File: config.mk
export PLATFORM = sky130hd
export DESIGN_NAME = gcev_merge
export DESIGN_NICKNAME = d
export VERILOG_FILES = /design/src/sv/gcev_pkg.sv /design/src/sv/gcev_merge.sv
export SDC_FILE = /design/constraint.sdc
export NUM_CORES = 1
export LEC_CHECK = 0
export BUFFER_PORTS_ARGS = -buffer_cell sky130_fd_sc_hd__buf_2
export CAP_MARGIN = 20
export CORE_MARGIN = 4
export CORE_UTILIZATION = 33
export DETAILED_ROUTE_END_ITERATION = 8
export PLACE_DENSITY = 0.88
export REMOVE_ABC_BUFFERS = 1
export SLEW_MARGIN = 5
export SYNTH_ARGS = -nofsm -noshare
export SYNTH_HDL_FRONTEND = slang
export SYNTH_SLANG_ARGS = --single-unit
File: constraint.sdc
create_clock -name vclk -period 3.2
set_input_delay 0.64 -clock vclk [all_inputs]
set_output_delay 0.64 -clock vclk [all_outputs]
set_load 0.005 [all_outputs]
File: src/sv/gcev_pkg.sv
// ----------------------------------------------------------------------------
// gcev_pkg
// Shared types and constants for the gamepad change event generator.
// ----------------------------------------------------------------------------
package gcev_pkg;

  localparam int unsigned PADS      = 4;
  localparam int unsigned PAD_W     = 2;
  localparam int unsigned NUM_BTN   = 14;
  localparam int unsigned NUM_AXES  = 4;
  localparam int unsigned DZ_W      = 15;
  localparam int unsigned CFG_IDX_W = 1;

  localparam logic [DZ_W-1:0] DZ_LEFT_RESET  = 15'd7849;
  localparam logic [DZ_W-1:0] DZ_RIGHT_RESET = 15'd8689;

  localparam logic [CFG_IDX_W-1:0] CFG_LEFT_DZ  = 1'b0;
  localparam logic [CFG_IDX_W-1:0] CFG_RIGHT_DZ = 1'b1;

  typedef enum logic [1:0] {
    EV_PRESS   = 2'd0,
    EV_RELEASE = 2'd1,
    EV_AXIS    = 2'd2
  } event_kind_e;

  typedef enum logic [2:0] {
    ST_IDLE,
    ST_DIV,
    ST_EMIT
  } state_e;

  typedef struct packed {
    logic [PAD_W-1:0] pad;
    logic             present;
    logic [31:0]      packet_number;
    logic [15:0]      button_bits;
    logic [15:0]      left_x;
    logic [15:0]      left_y;
    logic [15:0]      right_x;
    logic [15:0]      right_y;
  } in_word_t;

  typedef struct packed {
    logic [PAD_W-1:0] source_pad;
    logic [1:0]       event_kind;
    logic [3:0]       code;
    logic [15:0]      axis_value;
    logic             last;
  } out_word_t;

  // axis lane control
  typedef struct packed {
    logic start;
    logic busy;
  } lane_ctl_t;

  // button bit position for a button code
  function automatic logic [3:0] btn_bit(input logic [3:0] c);
    btn_bit = (c < 4'd10) ? c : 4'(c + 4'd2);
  endfunction

endpackage

File: src/sv/gcev_merge.sv
// ----------------------------------------------------------------------------
// gcev_merge
// Picks the next event from button and axis change masks, lowest first.
// ----------------------------------------------------------------------------
module gcev_merge
  import gcev_pkg::*;
(
  input  logic [NUM_BTN-1:0]  btn_pend_i,
  input  logic [NUM_BTN-1:0]  btn_now_i,
  input  logic [NUM_AXES-1:0] ax_pend_i,
  input  logic [15:0]         ax_val_i [NUM_AXES],
  output logic                any_o,
  output logic                is_last_o,
  output logic [1:0]          kind_o,
  output logic [3:0]          code_o,
  output logic [15:0]         value_o
);

  logic [NUM_BTN+NUM_AXES-1:0] all, rest;
  logic [4:0] sel;

  assign all = {ax_pend_i, btn_pend_i};

  always_comb begin
    sel = '0;
    for (int i = NUM_BTN + NUM_AXES - 1; i >= 0; i--) begin
      if (all[i]) sel = 5'(i);
    end
  end

  always_comb begin
    rest = all;
    rest[sel] = 1'b0;
  end

  assign any_o     = |all;
  assign is_last_o = rest == '0;

  always_comb begin
    if (sel < 5'(NUM_BTN)) begin
      code_o  = sel[3:0];
      kind_o  = btn_now_i[sel[3:0]] ? EV_PRESS : EV_RELEASE;
      value_o = '0;
    end else begin
      code_o  = 4'(sel - 5'(NUM_BTN));
      kind_o  = EV_AXIS;
      value_o = ax_val_i[2'(sel - 5'(NUM_BTN))];
    end
  end

endmodule

==> reports/qor.yml <==
routing:
  drc_errors: 0
  first_iter_violations: 170
  wl_per_cell_um: 17.9
  routed-via-count: 2273
  drtPass1Iterations: 5
  ant_nets: 0
  drt-total-wl_um: 7010
  drt-vias-per-instance: 5.80
sta:
  setup_ws_ps: -140
  setup-tns-final_ps: -369
  hold_viol_final: 0
  layout_min_cycle_time_ps: 3340
  maxSlewHeadroom_pct: 72.1
  rsz0062_at_grt: "true"
  finalSetupViolations: 9
  fmaxAchievable_mhz: 299
  hold_ws_ps: 1590
  fin_crit_sh_pct: 104
  slew_viol_final: 0
  tightest_slew_ps: 415
critical_path:
  max_stage_delay_ps: 290
  start_kind: "primary input"
  critPathKind: "in -> out"
  required_ps: 2560
  cp_max_fo: 4
  crit_path_cell_trace: "buf_2 -> buf_4 -> nor4_2 -> buf_4 -> nand2_1 -> nand2_2 -> inv_2 -> ha_2 -> nor2_2 -> a211o_1 -> o2111ai_1 -> a21oi_1 -> o22a_1 -> buf_2"
  worst_ep_arrival_time_ps: 2700
  endpoint_kind: "primary output"
  cp_slowest_cell: "nor4_2"
die:
  ios: 120
  rows: 20
  die_x_um: 65.6
  dieArea_mm2: 0.00430
  dieHeight_um: 65.6
  core_region_area_mm2: 0.00310
  start_util_pct: 35.2
pwr:
  clkPwrFrac_pct: 0
  power.switching_w: 0.000153
  p_seq_share_pct: 0
  comb_power_share_pct: 100.0
  netSwitchingFraction_pct: 50.5
  leakage_nw: 1.17
  max-vdd-ir-drop_mv: 0.0919
  power.density_mw_per_mm2: 129
  p_int_w: 0.000150
run_status:
  violations: "setup timing"
  status: "complete, but fails checks"
place:
  io_buffers: 120
  postPlaceCellArea_mm2: 0.00196
  dp_cells: 384
  dpl.hpwl_um: 4600
  dp_worst_setup_slack_ps: -217
  gp_congestion: 0.939
final_layout:
  synthToLayoutAreaGrowth_pct: 115
  stdcell_area_mm2: 0.00235
  stdcell_count: 392
  seq_area_um2: 0
  nFillCells: 235
  fin_nets: 447
  clock_buffers: 0
  antenna_cells: 0
  drive_gt1_share_pct: 60.9
  seq_cells: 0
yosys:
  netlist_area_mm2: 0.00109
  synth_common_cells: "44 x nand2_1, 28 x nor2_1, 24 x a21oi_1"
  yosys_warnings: 0
  synth_seq_area_share_pct: 0
  synth_top_area_cell: "nand2_1"
  synth_top_area_share_pct: 15.1
  syn_area_per_cell_um2: 5.64
  yosys-top-cells-area: "nand2_1 15%, a221oi_1 13%, a21oi_1 11%"
  yosysMostFrequentCell: "nand2_1"
  synth_cell_types: 45
  synthCells: 194
grt:
  overflow: 0
  grt_pass1_vias: 2119
  grt_max_degree: 17
  antenna_found_initial: 0
  track_usage_pct: 26.2
  grt_pass1_wl_um: 9240
flow_run:
  max_cap_violations: 0
min_path:
  hold_path_class: "in -> out"
==> worst paths after layout <==
| path | startpoint | endpoint | slack, ps | cells after the start |
|---|---|---|---|---|
| setup / recovery | btn_pend_i[7] | kind_o[0] | -140 | 14 |
| hold / removal | ax_val_i[7] | value_o[7] | 1590 | 4 |
==> routing by layer <==
metal	global-route usage (%)	up-vias	wire, µm
li1	-	1034	-
met1	29.3	1040	2390
met2	50.8	165	3670
met3	2.91	34	596
met4	7.77	0	359
met5	0	-	0
==> metrics by stage <==
step           util (%)  power [W]
5_1_grt            75.7   0.000324
3_5_place_dp       63.3   0.000224
4_1_cts            68.0   0.000243
2_1_floorplan         -  0.0000935
3_3_place_gp       63.3   0.000217
6_report           75.7   0.000304
==> cells by family (layout without fill, tap and decap cells) <==
group / after synthesis / after routing / share of synthesized area, %
simple gates: 101 / 101 / 40.6
compound gates: 68 / 68 / 44.1
buf+inv: 18 / 172 / 8.81
mux: 4 / 4 / 3.66
fa+ha+maj: 2 / 2 / 2.06
xor+xnor: 1 / 1 / 0.801
==> what timing repair did <==
action                                  CTS  global route
endpoints found under the setup margin   20            20
pin swaps                                14             6
resized for setup                        28            41
hold buffers                              0             0
cloned                                    0             1
buffers inserted                          5             2
hold endpoints to repair                  0             0
==> layout make-up <==
class | instances | area, µm² | share of cell area [%]
multi-input cells | 176 | 1280 | 54.6
well taps | 44 | 55.1 | 2.34
inverters | 5 | 18.8 | 0.799
repair buffers | 167 | 993 | 42.3
==> cells in the final DEF, fill, tap and decap left out, drive strengths merged, types with 2 or more instances in the layout <==
cell	synthesis	layout
a211o	2	2
nor2b	5	5
nand3	4	4
mux2i	4	4
and2	4	4
nor2	30	30
a21oi	24	24
buf	9	167
a221oi	16	16
o21ai	9	9
nor3	3	3
a2111oi	2	2
o31ai	2	2
nor4	6	6
inv	5	5
nand2	44	44
==> power groups by stage <==
stage          clock network [W]  registers, W   logic, W
2_1_floorplan                  0             0  0.0000935
3_3_place_gp                   0             0   0.000217
3_5_place_dp                   0             0   0.000224
4_1_cts                        0             0   0.000243
5_1_grt                        0             0   0.000324
6_report                       0             0   0.000304
==> worst max-delay path, delay by kind of cell <==
kind	cells	cell delay (ps)
adder cells (fa/ha/maj)	1	200
AND/OR/NAND/NOR	4	550
AO/OA/AOI/OAI	4	650
buffers and inverters	5	670
Note: power is estimated with default switching activity, not from simulation.
