[config.mk]
export PLATFORM = sky130hd
export DESIGN_NAME = gcev_axis_lane
export DESIGN_NICKNAME = d
export VERILOG_FILES = /design/src/sv/gcev_pkg.sv /design/src/sv/gcev_axis_lane.sv
export SDC_FILE = /design/constraint.sdc
export NUM_CORES = 1
export LEC_CHECK = 0
export ABC_CLOCK_PERIOD_IN_PS = 4200
export BUFFER_PORTS_ARGS = -buffer_cell sky130_fd_sc_hd__buf_2
export CAP_MARGIN = 0
export CORE_MARGIN = 10
export CORE_UTILIZATION = 39
export CTS_CLUSTER_DIAMETER = 60
export DETAILED_ROUTE_END_ITERATION = 6
export PLACE_DENSITY_LB_ADDON = 0.05
export SYNTH_ARGS = -nofsm -noshare
export SYNTH_HDL_FRONTEND = slang
export SYNTH_SLANG_ARGS = --single-unit
[constraint.sdc]
create_clock -name clk_i -period 4.2 [get_ports clk_i]
set_clock_uncertainty 0.2 [all_clocks]
set_input_delay 0.63 -clock clk_i [delete_from_list [all_inputs] [get_ports clk_i]]
set_output_delay 0.63 -clock clk_i [all_outputs]
set_load 0.02 [all_outputs]
[src/sv/gcev_pkg.sv]
// ----------------------------------------------------------------------------
// gcev_pkg
// Shared types and constants for the gamepad change event generator.
// ----------------------------------------------------------------------------
package gcev_pkg;

  localparam int unsigned PADS      = 4;
  localparam int unsigned PAD_W     = 2;
  localparam int unsigned NUM_BTN   = 14;
  localparam int unsigned NUM_AXES  = 4;
  localparam int unsigned DZ_W      = 15;
  localparam int unsigned CFG_IDX_W = 1;

  localparam logic [DZ_W-1:0] DZ_LEFT_RESET  = 15'd7849;
  localparam logic [DZ_W-1:0] DZ_RIGHT_RESET = 15'd8689;

  localparam logic [CFG_IDX_W-1:0] CFG_LEFT_DZ  = 1'b0;
  localparam logic [CFG_IDX_W-1:0] CFG_RIGHT_DZ = 1'b1;

  typedef enum logic [1:0] {
    EV_PRESS   = 2'd0,
    EV_RELEASE = 2'd1,
    EV_AXIS    = 2'd2
  } event_kind_e;

  typedef enum logic [2:0] {
    ST_IDLE,
    ST_DIV,
    ST_EMIT
  } state_e;

  typedef struct packed {
    logic [PAD_W-1:0] pad;
    logic             present;
    logic [31:0]      packet_number;
    logic [15:0]      button_bits;
    logic [15:0]      left_x;
    logic [15:0]      left_y;
    logic [15:0]      right_x;
    logic [15:0]      right_y;
  } in_word_t;

  typedef struct packed {
    logic [PAD_W-1:0] source_pad;
    logic [1:0]       event_kind;
    logic [3:0]       code;
    logic [15:0]      axis_value;
    logic             last;
  } out_word_t;

  // axis lane control
  typedef struct packed {
    logic start;
    logic busy;
  } lane_ctl_t;

  // button bit position for a button code
  function automatic logic [3:0] btn_bit(input logic [3:0] c);
    btn_bit = (c < 4'd10) ? c : 4'(c + 4'd2);
  endfunction

endpackage

[src/sv/gcev_axis_lane.sv]
// ----------------------------------------------------------------------------
// gcev_axis_lane
// One axis: deadzone, then restoring divide of w*32768 by (32768-dz).
// ----------------------------------------------------------------------------
module gcev_axis_lane
  import gcev_pkg::*;
(
  input  logic            clk_i,
  input  logic            rst_ni,
  input  logic            start_i,
  input  logic [15:0]     raw_i,
  input  logic [DZ_W-1:0] dz_i,
  output logic            busy_o,
  output logic [15:0]     value_o
);

  logic signed [16:0] v, d;
  logic        dead, neg;
  logic [15:0] mag;
  logic [31:0] rem_q, rem_d;    // shifting dividend/quotient
  logic [16:0] part_q, part_d;  // partial remainder
  logic [16:0] den_q;
  logic        neg_q, neg_d, dead_q, dead_d;
  logic [4:0]  cnt_q, cnt_d;
  logic [17:0] trial;

  assign v    = 17'(signed'(raw_i));
  assign d    = signed'({2'b00, dz_i});
  assign neg  = v < 0;
  assign dead = neg ? (v >= -d) : (v < d);
  assign mag  = neg ? 16'(-(v + d)) : 16'(v - d);
  assign trial = {part_q, rem_q[31]} - {1'b0, den_q};

  always_comb begin
    rem_d  = rem_q;
    part_d = part_q;
    neg_d  = neg_q;
    dead_d = dead_q;
    cnt_d  = cnt_q;
    if (start_i) begin
      rem_d  = {1'b0, mag, 15'd0};
      part_d = '0;
      neg_d  = neg;
      dead_d = dead;
      cnt_d  = 5'd31;
    end else if (cnt_q != 5'd0) begin
      if (!trial[17]) begin
        part_d = trial[16:0];
        rem_d  = {rem_q[30:0], 1'b1};
      end else begin
        part_d = {part_q[15:0], rem_q[31]};
        rem_d  = {rem_q[30:0], 1'b0};
      end
      cnt_d = 5'(cnt_q - 5'd1);
    end
  end

  // 32 quotient bits; count runs 31 steps plus the start
  always_ff @(posedge clk_i or negedge rst_ni) begin
    if (!rst_ni) begin
      cnt_q <= '0;
    end else begin
      cnt_q <= cnt_d;
    end
  end

  always_ff @(posedge clk_i) begin
    rem_q  <= rem_d;
    part_q <= part_d;
    neg_q  <= neg_d;
    dead_q <= dead_d;
    if (start_i) den_q <= 17'(17'd32768 - {2'b00, dz_i});
  end

  // final step combined into output
  assign busy_o  = cnt_q != 5'd0;
  logic [15:0] qf;
  assign qf      = 16'({rem_q[30:0], !trial[17]});
  assign value_o = dead_q ? 16'd0 : (neg_q ? 16'(-qf) : qf);

  assert property (@(posedge clk_i) disable iff (!rst_ni)
    start_i |=> busy_o) else $error("lane did not start");
  assert property (@(posedge clk_i) disable iff (!rst_ni)
    busy_o && !start_i |=> cnt_q == 5'($past(cnt_q) - 5'd1))
    else $error("lane count skipped");
  assert property (@(posedge clk_i) disable iff (!rst_ni)
    !busy_o && !start_i |=> !busy_o) else $error("lane woke alone");

endmodule

==> results of run 1 <==
[kinds of logic (layout without fill, tap and decap cells)]
kind of cell,count (synthesis),after routing,synth area share [%]
adder cells (fa/ha/maj),83,83,16.8
XOR/XNOR,63,63,8.72
flip-flops,72,72,28.5
AND/OR/NAND/NOR,237,237,17.5
multiplexers,14,14,2.29
AO/OA/AOI/OAI,177,177,19.2
buffers and inverters,111,166,7.00
[how the worst max path moves through the flow]
stage                  endpoint  slack, ps  cells after the start
finish              value_o[11]        250                     12
global placement         dead_q        300                     16
detailed placement       dead_q        240                     16
CTS                 value_o[14]         20                     16
global route        value_o[14]         10                     16
floorplan           value_o[14]        430                     16
[through the flow]
step | hold slack (ps) | utilization (%) | worst slack (ps) | instance area (um^2)
CTS | 293 | 45.0 | 18.3 | 7140
floorplan | 134 | - | 433 | 6330
detailed placement | 251 | 43.0 | 240 | 6830
finish | 290 | 45.4 | 249 | 7210
global route | 324 | 45.4 | 13.6 | 7210
global placement | 251 | 43.0 | 305 | 6830
[sequential cells by signal (all words and copies together), names as in the netlist]
register  flops
den_q        16
cnt_q         5
rem_q        32
part_q       17
neg_q         1
dead_q        1
[per-layer routing]
layer	vias up	wire, um
met1	2525	7670
met3	9	495
met4	0	123
met5	-	0
met2	69	8260
li1	2758	-
[cells in the final DEF, fill, tap and decap left out, types with 4 or more instances in the layout]
master / count
inv_1: 85
nand2_1: 77
ha_1: 77
nor2_1: 67
buf_2: 49
a21oi_1: 44
xnor2_1: 39
edfxtp_1: 34
dfxtp_1: 33
o21ai_0: 32
xor2_1: 24
nor3_1: 17
a211oi_1: 13
buf_4: 13
nand3_1: 12
nand2b_1: 12
a21o_1: 11
o211ai_1: 10
or3_1: 9
nor2b_1: 9
mux2i_1: 9
clkbuf_16: 9
o31ai_1: 8
o21a_1: 7
o21bai_1: 7
nand4_1: 6
a22o_1: 6
or4_1: 5
a31oi_1: 5
dfrtp_1: 5
nor4_1: 4
or2_2: 4
o221ai_1: 4
mux2_2: 4
[power breakdown]
group / internal, mW / switching, mW
clock network: 0.460 / 0.320
registers: 0.796 / 0.0265
logic: 0.210 / 0.274
[worst max-delay path, delay by kind of cell, from the launching register on]
family	cells	cell delay, ps
buffers and inverters	3	440
DFF	1	360
adders and majority gates	1	300
xor gates and xnor gates	1	170
AOI/OAI and AO/OA	4	1020
and+or+nand+nor	3	490
[layout make-up]
class | instances | area (um^2) | area share, %
inverters | 87 | 327 | 4.53
flip-flops and latches | 72 | 1810 | 25.0
repair buffers | 63 | 353 | 4.89
clock buffers | 9 | 225 | 3.12
well taps | 216 | 270 | 3.75
multi-input cells | 574 | 4160 | 57.7
clock inverters | 7 | 72.6 | 1.01
[timing repair]
| item | in CTS | in global routing |
|---|---|---|
| hold endpoints to repair | 5 | 0 |
| endpoints found under the setup margin | 1 | 5 |
| hold buffers | 1 | 0 |
| buffers inserted | 0 | 1 |
| resized for setup | 1 | 15 |
| pin swaps | 0 | 8 |
==> results.toml, run 1 <==
[outcome]
status = "complete, no violations"

[setup_path]
r2r_slack_ps = 1020
critPathKind = "reg -> out"
critPathLaunch = "den_q[14]"
crit_path_max_fanout = 8
rr_worst_depth = 12
worstReg2RegStart = "den_q[14]"
cp_slowest_cell = "o41ai_1"
cp-end-kind = "output port"
startpoint_type = "register"
required_ps = 3370
cpPeakStageDelay_ps = 410
cp_cell_sequence = "inv_1 -> ha_2 -> a21oi_2 -> o211ai_1 -> or3_4 -> o31ai_4 -> nor3_4 -> buf_4 -> o41ai_1 -> xor2_1 -> nor2_1 -> buf_2"
timing.rr.end = "part_q[14]"
crit_arrival_ps = 3120

[die]
pin_count = 51
die_x_um = 147
fp.dieH_um = 147
start_util_pct = 39.9
coreArea_mm2 = 0.0159
rows = 46
die_area_mm2 = 0.0217

[cts]
clkTransAtPathRegs_ps = 60
tritoncts = "yes"
numCtsBuffers = 9
root_buffer = "clkbuf_16"
cts_sinks = 72
clockBufferDepth = 2
htree_levels = 3
clk_latency_ps = 340

[sta]
final.setup.tns_ps = 0
drv_slew = 0
fmax_mhz = 253
relSlewSlack_pct = 46.5
rsz0062_at_grt = "false"
fin_crit_ps = 3950
finalCritPeriodShare_pct = 94.1
setup_viol = 0
worstMarginPinSlew_ps = 801
hold_violations = 0

[synthesis]
synth_area_mm2 = 0.00633
ys_warn_count = 0
async_flop_share_pct = 6.94
synth-seq-cells = 72
ys_seq_area_share_pct = 28.5
synth_top_cell_by_area = "edfxtp_1"
syn_avg_cell_area_um2 = 8.36
synth_top_area_share_pct = 16.1
yosys-top-cells-area = "edfxtp_1, ha_1, dfxtp_1, xnor2_1, inv_1"
synth_cell_types = 67
synth_edf_count = 34
syn_nets = 874
postSynthCellCount = 757
yosysMostFrequentCell = "inv_1"
synthTopCellsByCount = "inv_1, ha_1, nand2_1, nor2_1, a21oi_1"
ys_dominant_reg_cell = "edfxtp_1"

[route]
wl_per_cell_um = 16.1
ant_nets = 0
drtIter0Drc = 268
vias_per_cell = 5.21
drcViolationCount = 0
wl_um = 16500
firstDrtPassIters = 4
vias = 5361

[global_routing]
gr-usage-met3_pct = 3.39
track_usage_pct = 15.4
busiest_layer = "met2"
grt_pass1_vias = 5498
grt_first_pass_wirelength_um = 27400
grt_remaining_overflow = 0
met2_usage_pct = 27.4
grt_max_degree = 54
antenna_found_initial = 0
use_met1_pct = 18.4

[hold_path]
hold_end = "rem_q[3]"
hp-start = "rem_q[3]"
hp-class = "reg -> reg"
whs_path_depth = 2

[finish]
syn2layout_area_growth_pct = 14.0
drive_gt1_share_pct = 13.2
nFillCells = 1595
fin_nets = 924
fin_cells = 1028
antenna_cells = 0

[placement]
io_buffers = 50
place.gp.congestion = 0.866
hpwlAfterDp_um = 12900
place_inst = 1010

[job]
maxCapViolations = 0

[pwr]
ir_worst_vdd_v = 0.000185
power_density_mw_per_mm2 = 289
leakagePower_nw = 3.30
p_total_mw = 2.09
Note: power is estimated with default switching activity, not from simulation.
==> inputs of run 2 (changes only) <==
CORE_ASPECT_RATIO = 1.75   (was not set)
==> run 2 against run 1 <==
  * Utilization up 0.42 points
  * Global-route usage is 1.7 points higher
  * Register-to-register slack got worse by 110 ps
  * Setup slack worse by 80 ps
  * Via count up 2.9%
  * Critical path depth increased by 4
  * Non-clock buffer count grew 9
  * Power increased by 1.6%
  * Sequential share of layout area fell by 0.33 points
  * First-iteration DRC count decreased by 11%
  * Final area increased by 1.4%
  * Count of clock-buffer cells in the layout grew 1
  * Highest routed layer unchanged
==> results.toml, run 2 (synthesis gave the netlist of run 1 again) <==
[global_routing]
grt_max_degree = 37
grt_first_pass_wirelength_um = 29500
grt_pass1_vias = 5764
track_usage_pct = 17.1
grt_remaining_overflow = 0
antenna_found_initial = 0

[setup_path]
timing.rr.end = "part_q[14]"
cp-end-kind = "output port"
required_ps = 3370
startpoint_type = "register"
critPathKind = "reg -> out"
r2r_slack_ps = 910
rr_worst_depth = 13
crit_arrival_ps = 3200
crit_path_max_fanout = 6
worstReg2RegStart = "den_q[14]"

[finish]
antenna_cells = 0
layout_common_cells = "inv_1, nand2_1, ha_1"
syn2layout_area_growth_pct = 15.5
mostFrequentLayoutCell = "inv_1"
largest_reg_flops = 32
drive_gt1_share_pct = 14.6
fin_nets = 933
largestRegisters = "rem_q: 32 flops, part_q: 17 flops, den_q: 16 flops"
top_register = "rem_q"

[sta]
fmax_mhz = 248
final.setup.tns_ps = 0
drv_slew = 0
finalCritPeriodShare_pct = 96.0
worstMarginPinSlew_ps = 671
fin_crit_ps = 4030
hold_violations = 0
setup_viol = 0
relSlewSlack_pct = 55.2

[pwr]
combPwrFrac_pct = 24.3
leakagePower_nw = 3.34
power_density_mw_per_mm2 = 290
ir_worst_vdd_v = 0.000160
switchingPower_uw = 639
swShare_pct = 30.1
p_seq_share_pct = 38.8
pwr-share-clk_pct = 36.9
intPower_mw = 1.48
p_total_mw = 2.12

[hold_path]
whs_path_depth = 2
hp-start = "rem_q[31]"
hp-class = "reg -> reg"
hold_end = "rem_q[31]"

[route]
vias = 5516
drcViolationCount = 0
firstDrtPassIters = 4
ant_nets = 0
vias_per_cell = 5.46
wl_per_cell_um = 18.1
drtIter0Drc = 238
wl_um = 18300

[cts]
root_buffer = "clkbuf_16"
tritoncts = "yes"
cts_sinks = 72
clk_latency_ps = 340
htree_levels = 3
clockBufferDepth = 2
clkTransAtPathRegs_ps = 60
numCtsBuffers = 9

[placement]
io_buffers = 50
hpwlAfterDp_um = 14900
place.gp.congestion = 0.892

[die]
pin_count = 51
fp.dieH_um = 189
die_area_mm2 = 0.0219
rows = 61
start_util_pct = 39.7
coreArea_mm2 = 0.0160
die_x_um = 116

[job]
maxCapViolations = 0

[outcome]
status = "complete, no violations"
run 2: worst max-delay path by stage:
| stage | startpoint | end | slack [ps] | depth (start not counted) |
|---|---|---|---|---|
| after floorplan | den_q[4] | value_o[14] | 430 | 16 |
| after global placement | dz_i[2] | dead_q | 360 | 15 |
| after detailed placement | dz_i[2] | dead_q | 290 | 16 |
| after CTS | den_q[14] | value_o[14] | 20 | 17 |
| after global routing | den_q[15] | value_o[14] | -7 | 17 |
| final | den_q[14] | value_o[12] | 170 | 16 |
run 2: repair_timing:
item                                    4_1_cts  5_1_grt
hold buffers                                  1        0
endpoints found under the setup margin        2        8
hold endpoints to repair                      5        0
gates resized for setup                       1       21
pin swaps                                     1        5
buffers inserted                              2        1
run 2: power groups by stage:
stage	logic [mW]	registers (mW)	clock network, mW
after floorplan	0.363	0.823	0
after global routing	0.581	0.828	0.830
after global placement	0.500	0.837	0
after CTS	0.509	0.823	0.806
final	0.515	0.822	0.782
after detailed placement	0.506	0.837	0
run 2: through the flow:
step                std cells  setup slack [ps]  utilization, %  cell area, um^2  hold WS, ps
global route             1010             -7.26            45.8             7310          316
global placement          990               357            43.0             6850          250
detailed placement        990               290            43.0             6850          250
floorplan                 757               433               -             6330          134
finish                   1010               169            45.8             7310          270
CTS                      1009              17.1            45.0             7180          275
run 2: per-layer routing:
| metal | global-route usage, % | vias to the layer above | wire length, um |
|---|---|---|---|
| met5 | 0 | - | 0 |
| met3 | 2.23 | 44 | 507 |
| li1 | - | 2761 | - |
| met1 | 16.7 | 2598 | 6410 |
| met2 | 32.4 | 113 | 10300 |
| met4 | 10.1 | 0 | 1010 |
run 2: critical path: stages (launching register included):
cell and delay (ps):
edfxtp_1 320, inv_1 70, ha_4 290, a21oi_2 70, o211ai_1 330, buf_4 200
mux2i_4 240, o31ai_4 100, nor3_4 190, inv_1 80, ha_2 200, nand2_1 70
nand2_2 80, and3_1 210, xor2_1 140, nor2_1 80, buf_2 180
run 2: cell type report:
type                       count  area, um^2
fill                        1624        8640
multi-input combinational    574        4220
sequential                    72        1810
timing repair buffer          72         420
inverter                      87         327
tap                          189         236
clock buffer                  10         229
clock inverter                 6        68.8
==> inputs of run 3 (changes only) <==
CORE_MARGIN = 3   (was 10)
==> run 3 against run 2 <==
  * Utilization rose by 0.055 points
  * Sequential share of layout area rose by 0.089 points
  * Critical path depth is 4 lower
  * Die area down 19%
  * Power rose by 2.6%
  * Register-to-register slack improved by 40 ps
  * Cell count stayed put
  * Sequential power is essentially flat
==> results.toml, run 3 (synthesis gave the netlist of run 1 again) <==
[outcome]
status = "complete, no violations"

[die]
pin_count = 51
coreArea_mm2 = 0.0159
fp.dieH_um = 175
rows = 61
die_area_mm2 = 0.0179
die_x_um = 102
start_util_pct = 39.9

[sta]
rsz0062_at_grt = "true"
worstMarginPinSlew_ps = 784
setup_viol = 0
finalCritPeriodShare_pct = 96.9
fin_crit_ps = 4070
fmax_mhz = 246
relSlewSlack_pct = 47.7
hold_violations = 0
drv_slew = 0
final.setup.tns_ps = 0

[global_routing]
antenna_found_initial = 0
grt_pass1_vias = 5641
track_usage_pct = 20.0
grt_max_degree = 38
grt_remaining_overflow = 0
grt_first_pass_wirelength_um = 27700

[cts]
clkTransAtPathRegs_ps = 60
clk_latency_ps = 330
cts_sinks = 72
numCtsBuffers = 9
clockBufferDepth = 2
htree_levels = 3
root_buffer = "clkbuf_16"
tritoncts = "yes"

[route]
firstDrtPassIters = 4
drcViolationCount = 0
drtIter0Drc = 116
vias_per_cell = 5.45
wl_um = 17300
wl_per_cell_um = 17.1
vias = 5501
ant_nets = 0

[finish]
fin_area_mm2 = 0.00729
largestRegisters = "rem_q: 32 flops, part_q: 17 flops, den_q: 16 flops"
layout_common_cells = "inv_1, nand2_1, ha_1"
largest_reg_flops = 32
mostFrequentLayoutCell = "inv_1"
antenna_cells = 0
drive_gt1_share_pct = 14.1
utilization_pct = 45.9
fin_nets = 933
top_register = "rem_q"
nFillCells = 1636
syn2layout_area_growth_pct = 15.1

[placement]
hpwlAfterDp_um = 14100
place_area_mm2 = 0.00687
place.gp.congestion = 0.859
io_buffers = 50

[pwr]
p_total_mw = 2.17
power_density_mw_per_mm2 = 298
pwr-share-clk_pct = 39.2
p_seq_share_pct = 37.8
ir_worst_vdd_v = 0.000166
swShare_pct = 28.5
combPwrFrac_pct = 23.1
intPower_mw = 1.55
switchingPower_uw = 620
leakagePower_nw = 3.36

[job]
maxCapViolations = 0

[setup_path]
critPathKind = "reg -> out"
cp_common_cell = "a21o_1"
crit_arrival_ps = 3240
cp_cell_sequence = "inv_1 -> ha_2 -> a21o_1 -> a21o_1 -> or3_4 -> o31ai_4 -> nor3_4 -> buf_4 -> o41ai_1 -> xor2_1 -> nor2_1 -> buf_2"
cpPeakStageDelay_ps = 420
startpoint_type = "register"
cp_slowest_cell = "o41ai_1"
cp-end-kind = "output port"
required_ps = 3370
crit_path_max_fanout = 17

[hold_path]
hp-class = "reg -> reg"
## run 3: worst max-delay path: cells and delay by family (launching register included)
kind / cells / cell delay [ps]
and+or+nand+nor: 3 / 500
xor gates and xnor gates: 1 / 190
DFF: 1 / 370
adders and majority gates: 1 / 310
buffers and inverters: 3 / 470
AOI/OAI and AO/OA: 4 / 1060
## run 3: power groups by stage
stage,Combinational (mW),Sequential (mW),Clock (mW)
floorplan,0.363,0.823,0
global placement,0.494,0.836,0
detailed placement,0.499,0.837,0
CTS,0.503,0.822,0.874
global route,0.564,0.829,0.894
finish,0.501,0.822,0.851
## run 3: repair_timing
item / in CTS / in global routing
endpoints found under the hold margin: 5 / 0
pin swaps: 0 / 4
hold buffers: 1 / 0
setup buffers: 0 / 1
setup endpoints to repair: 1 / 5
resized for setup: 2 / 13
## run 3: area by class of cell
cell class	count	area [um^2]	area share, %
clock inverters	4	55.1	0.756
well taps	189	236	3.25
repair buffers	72	420	5.77
multi-input cells	574	4160	57.1
flip-flops and latches	72	1810	24.8
inverters	87	327	4.48
clock buffers	12	283	3.88
## run 3: through the flow
step	setup slack [ps]	hold slack (ps)	std cells
floorplan	433	134	757
global placement	204	249	992
detailed placement	137	251	992
CTS	29.3	281	1009
global route	-42.6	319	1010
finish	130	279	1010
## run 3: metal layers
layer	vias up	GRT usage [%]	routed length, um
met2	108	38.2	9810
met3	36	2.33	375
li1	2768	-	-
met4	0	10.9	863
met1	2589	19.9	6250
met5	-	0	0
## run 3: worst paths after layout
check / from / to / slack (ps) / cells past startpoint
setup / recovery: den_q[10] / value_o[11] / 130 / 12
hold / removal: rem_q[31] / rem_q[31] / 280 / 2
setup reg to reg: den_q[10] / part_q[14] / 950 / 12
hold reg to reg: rem_q[31] / rem_q[31] / 280 / 2
max in group asynchronous: rst_ni / cnt_q[2] / 3240 / 2
min in group asynchronous: rst_ni / cnt_q[4] / 430 / 2
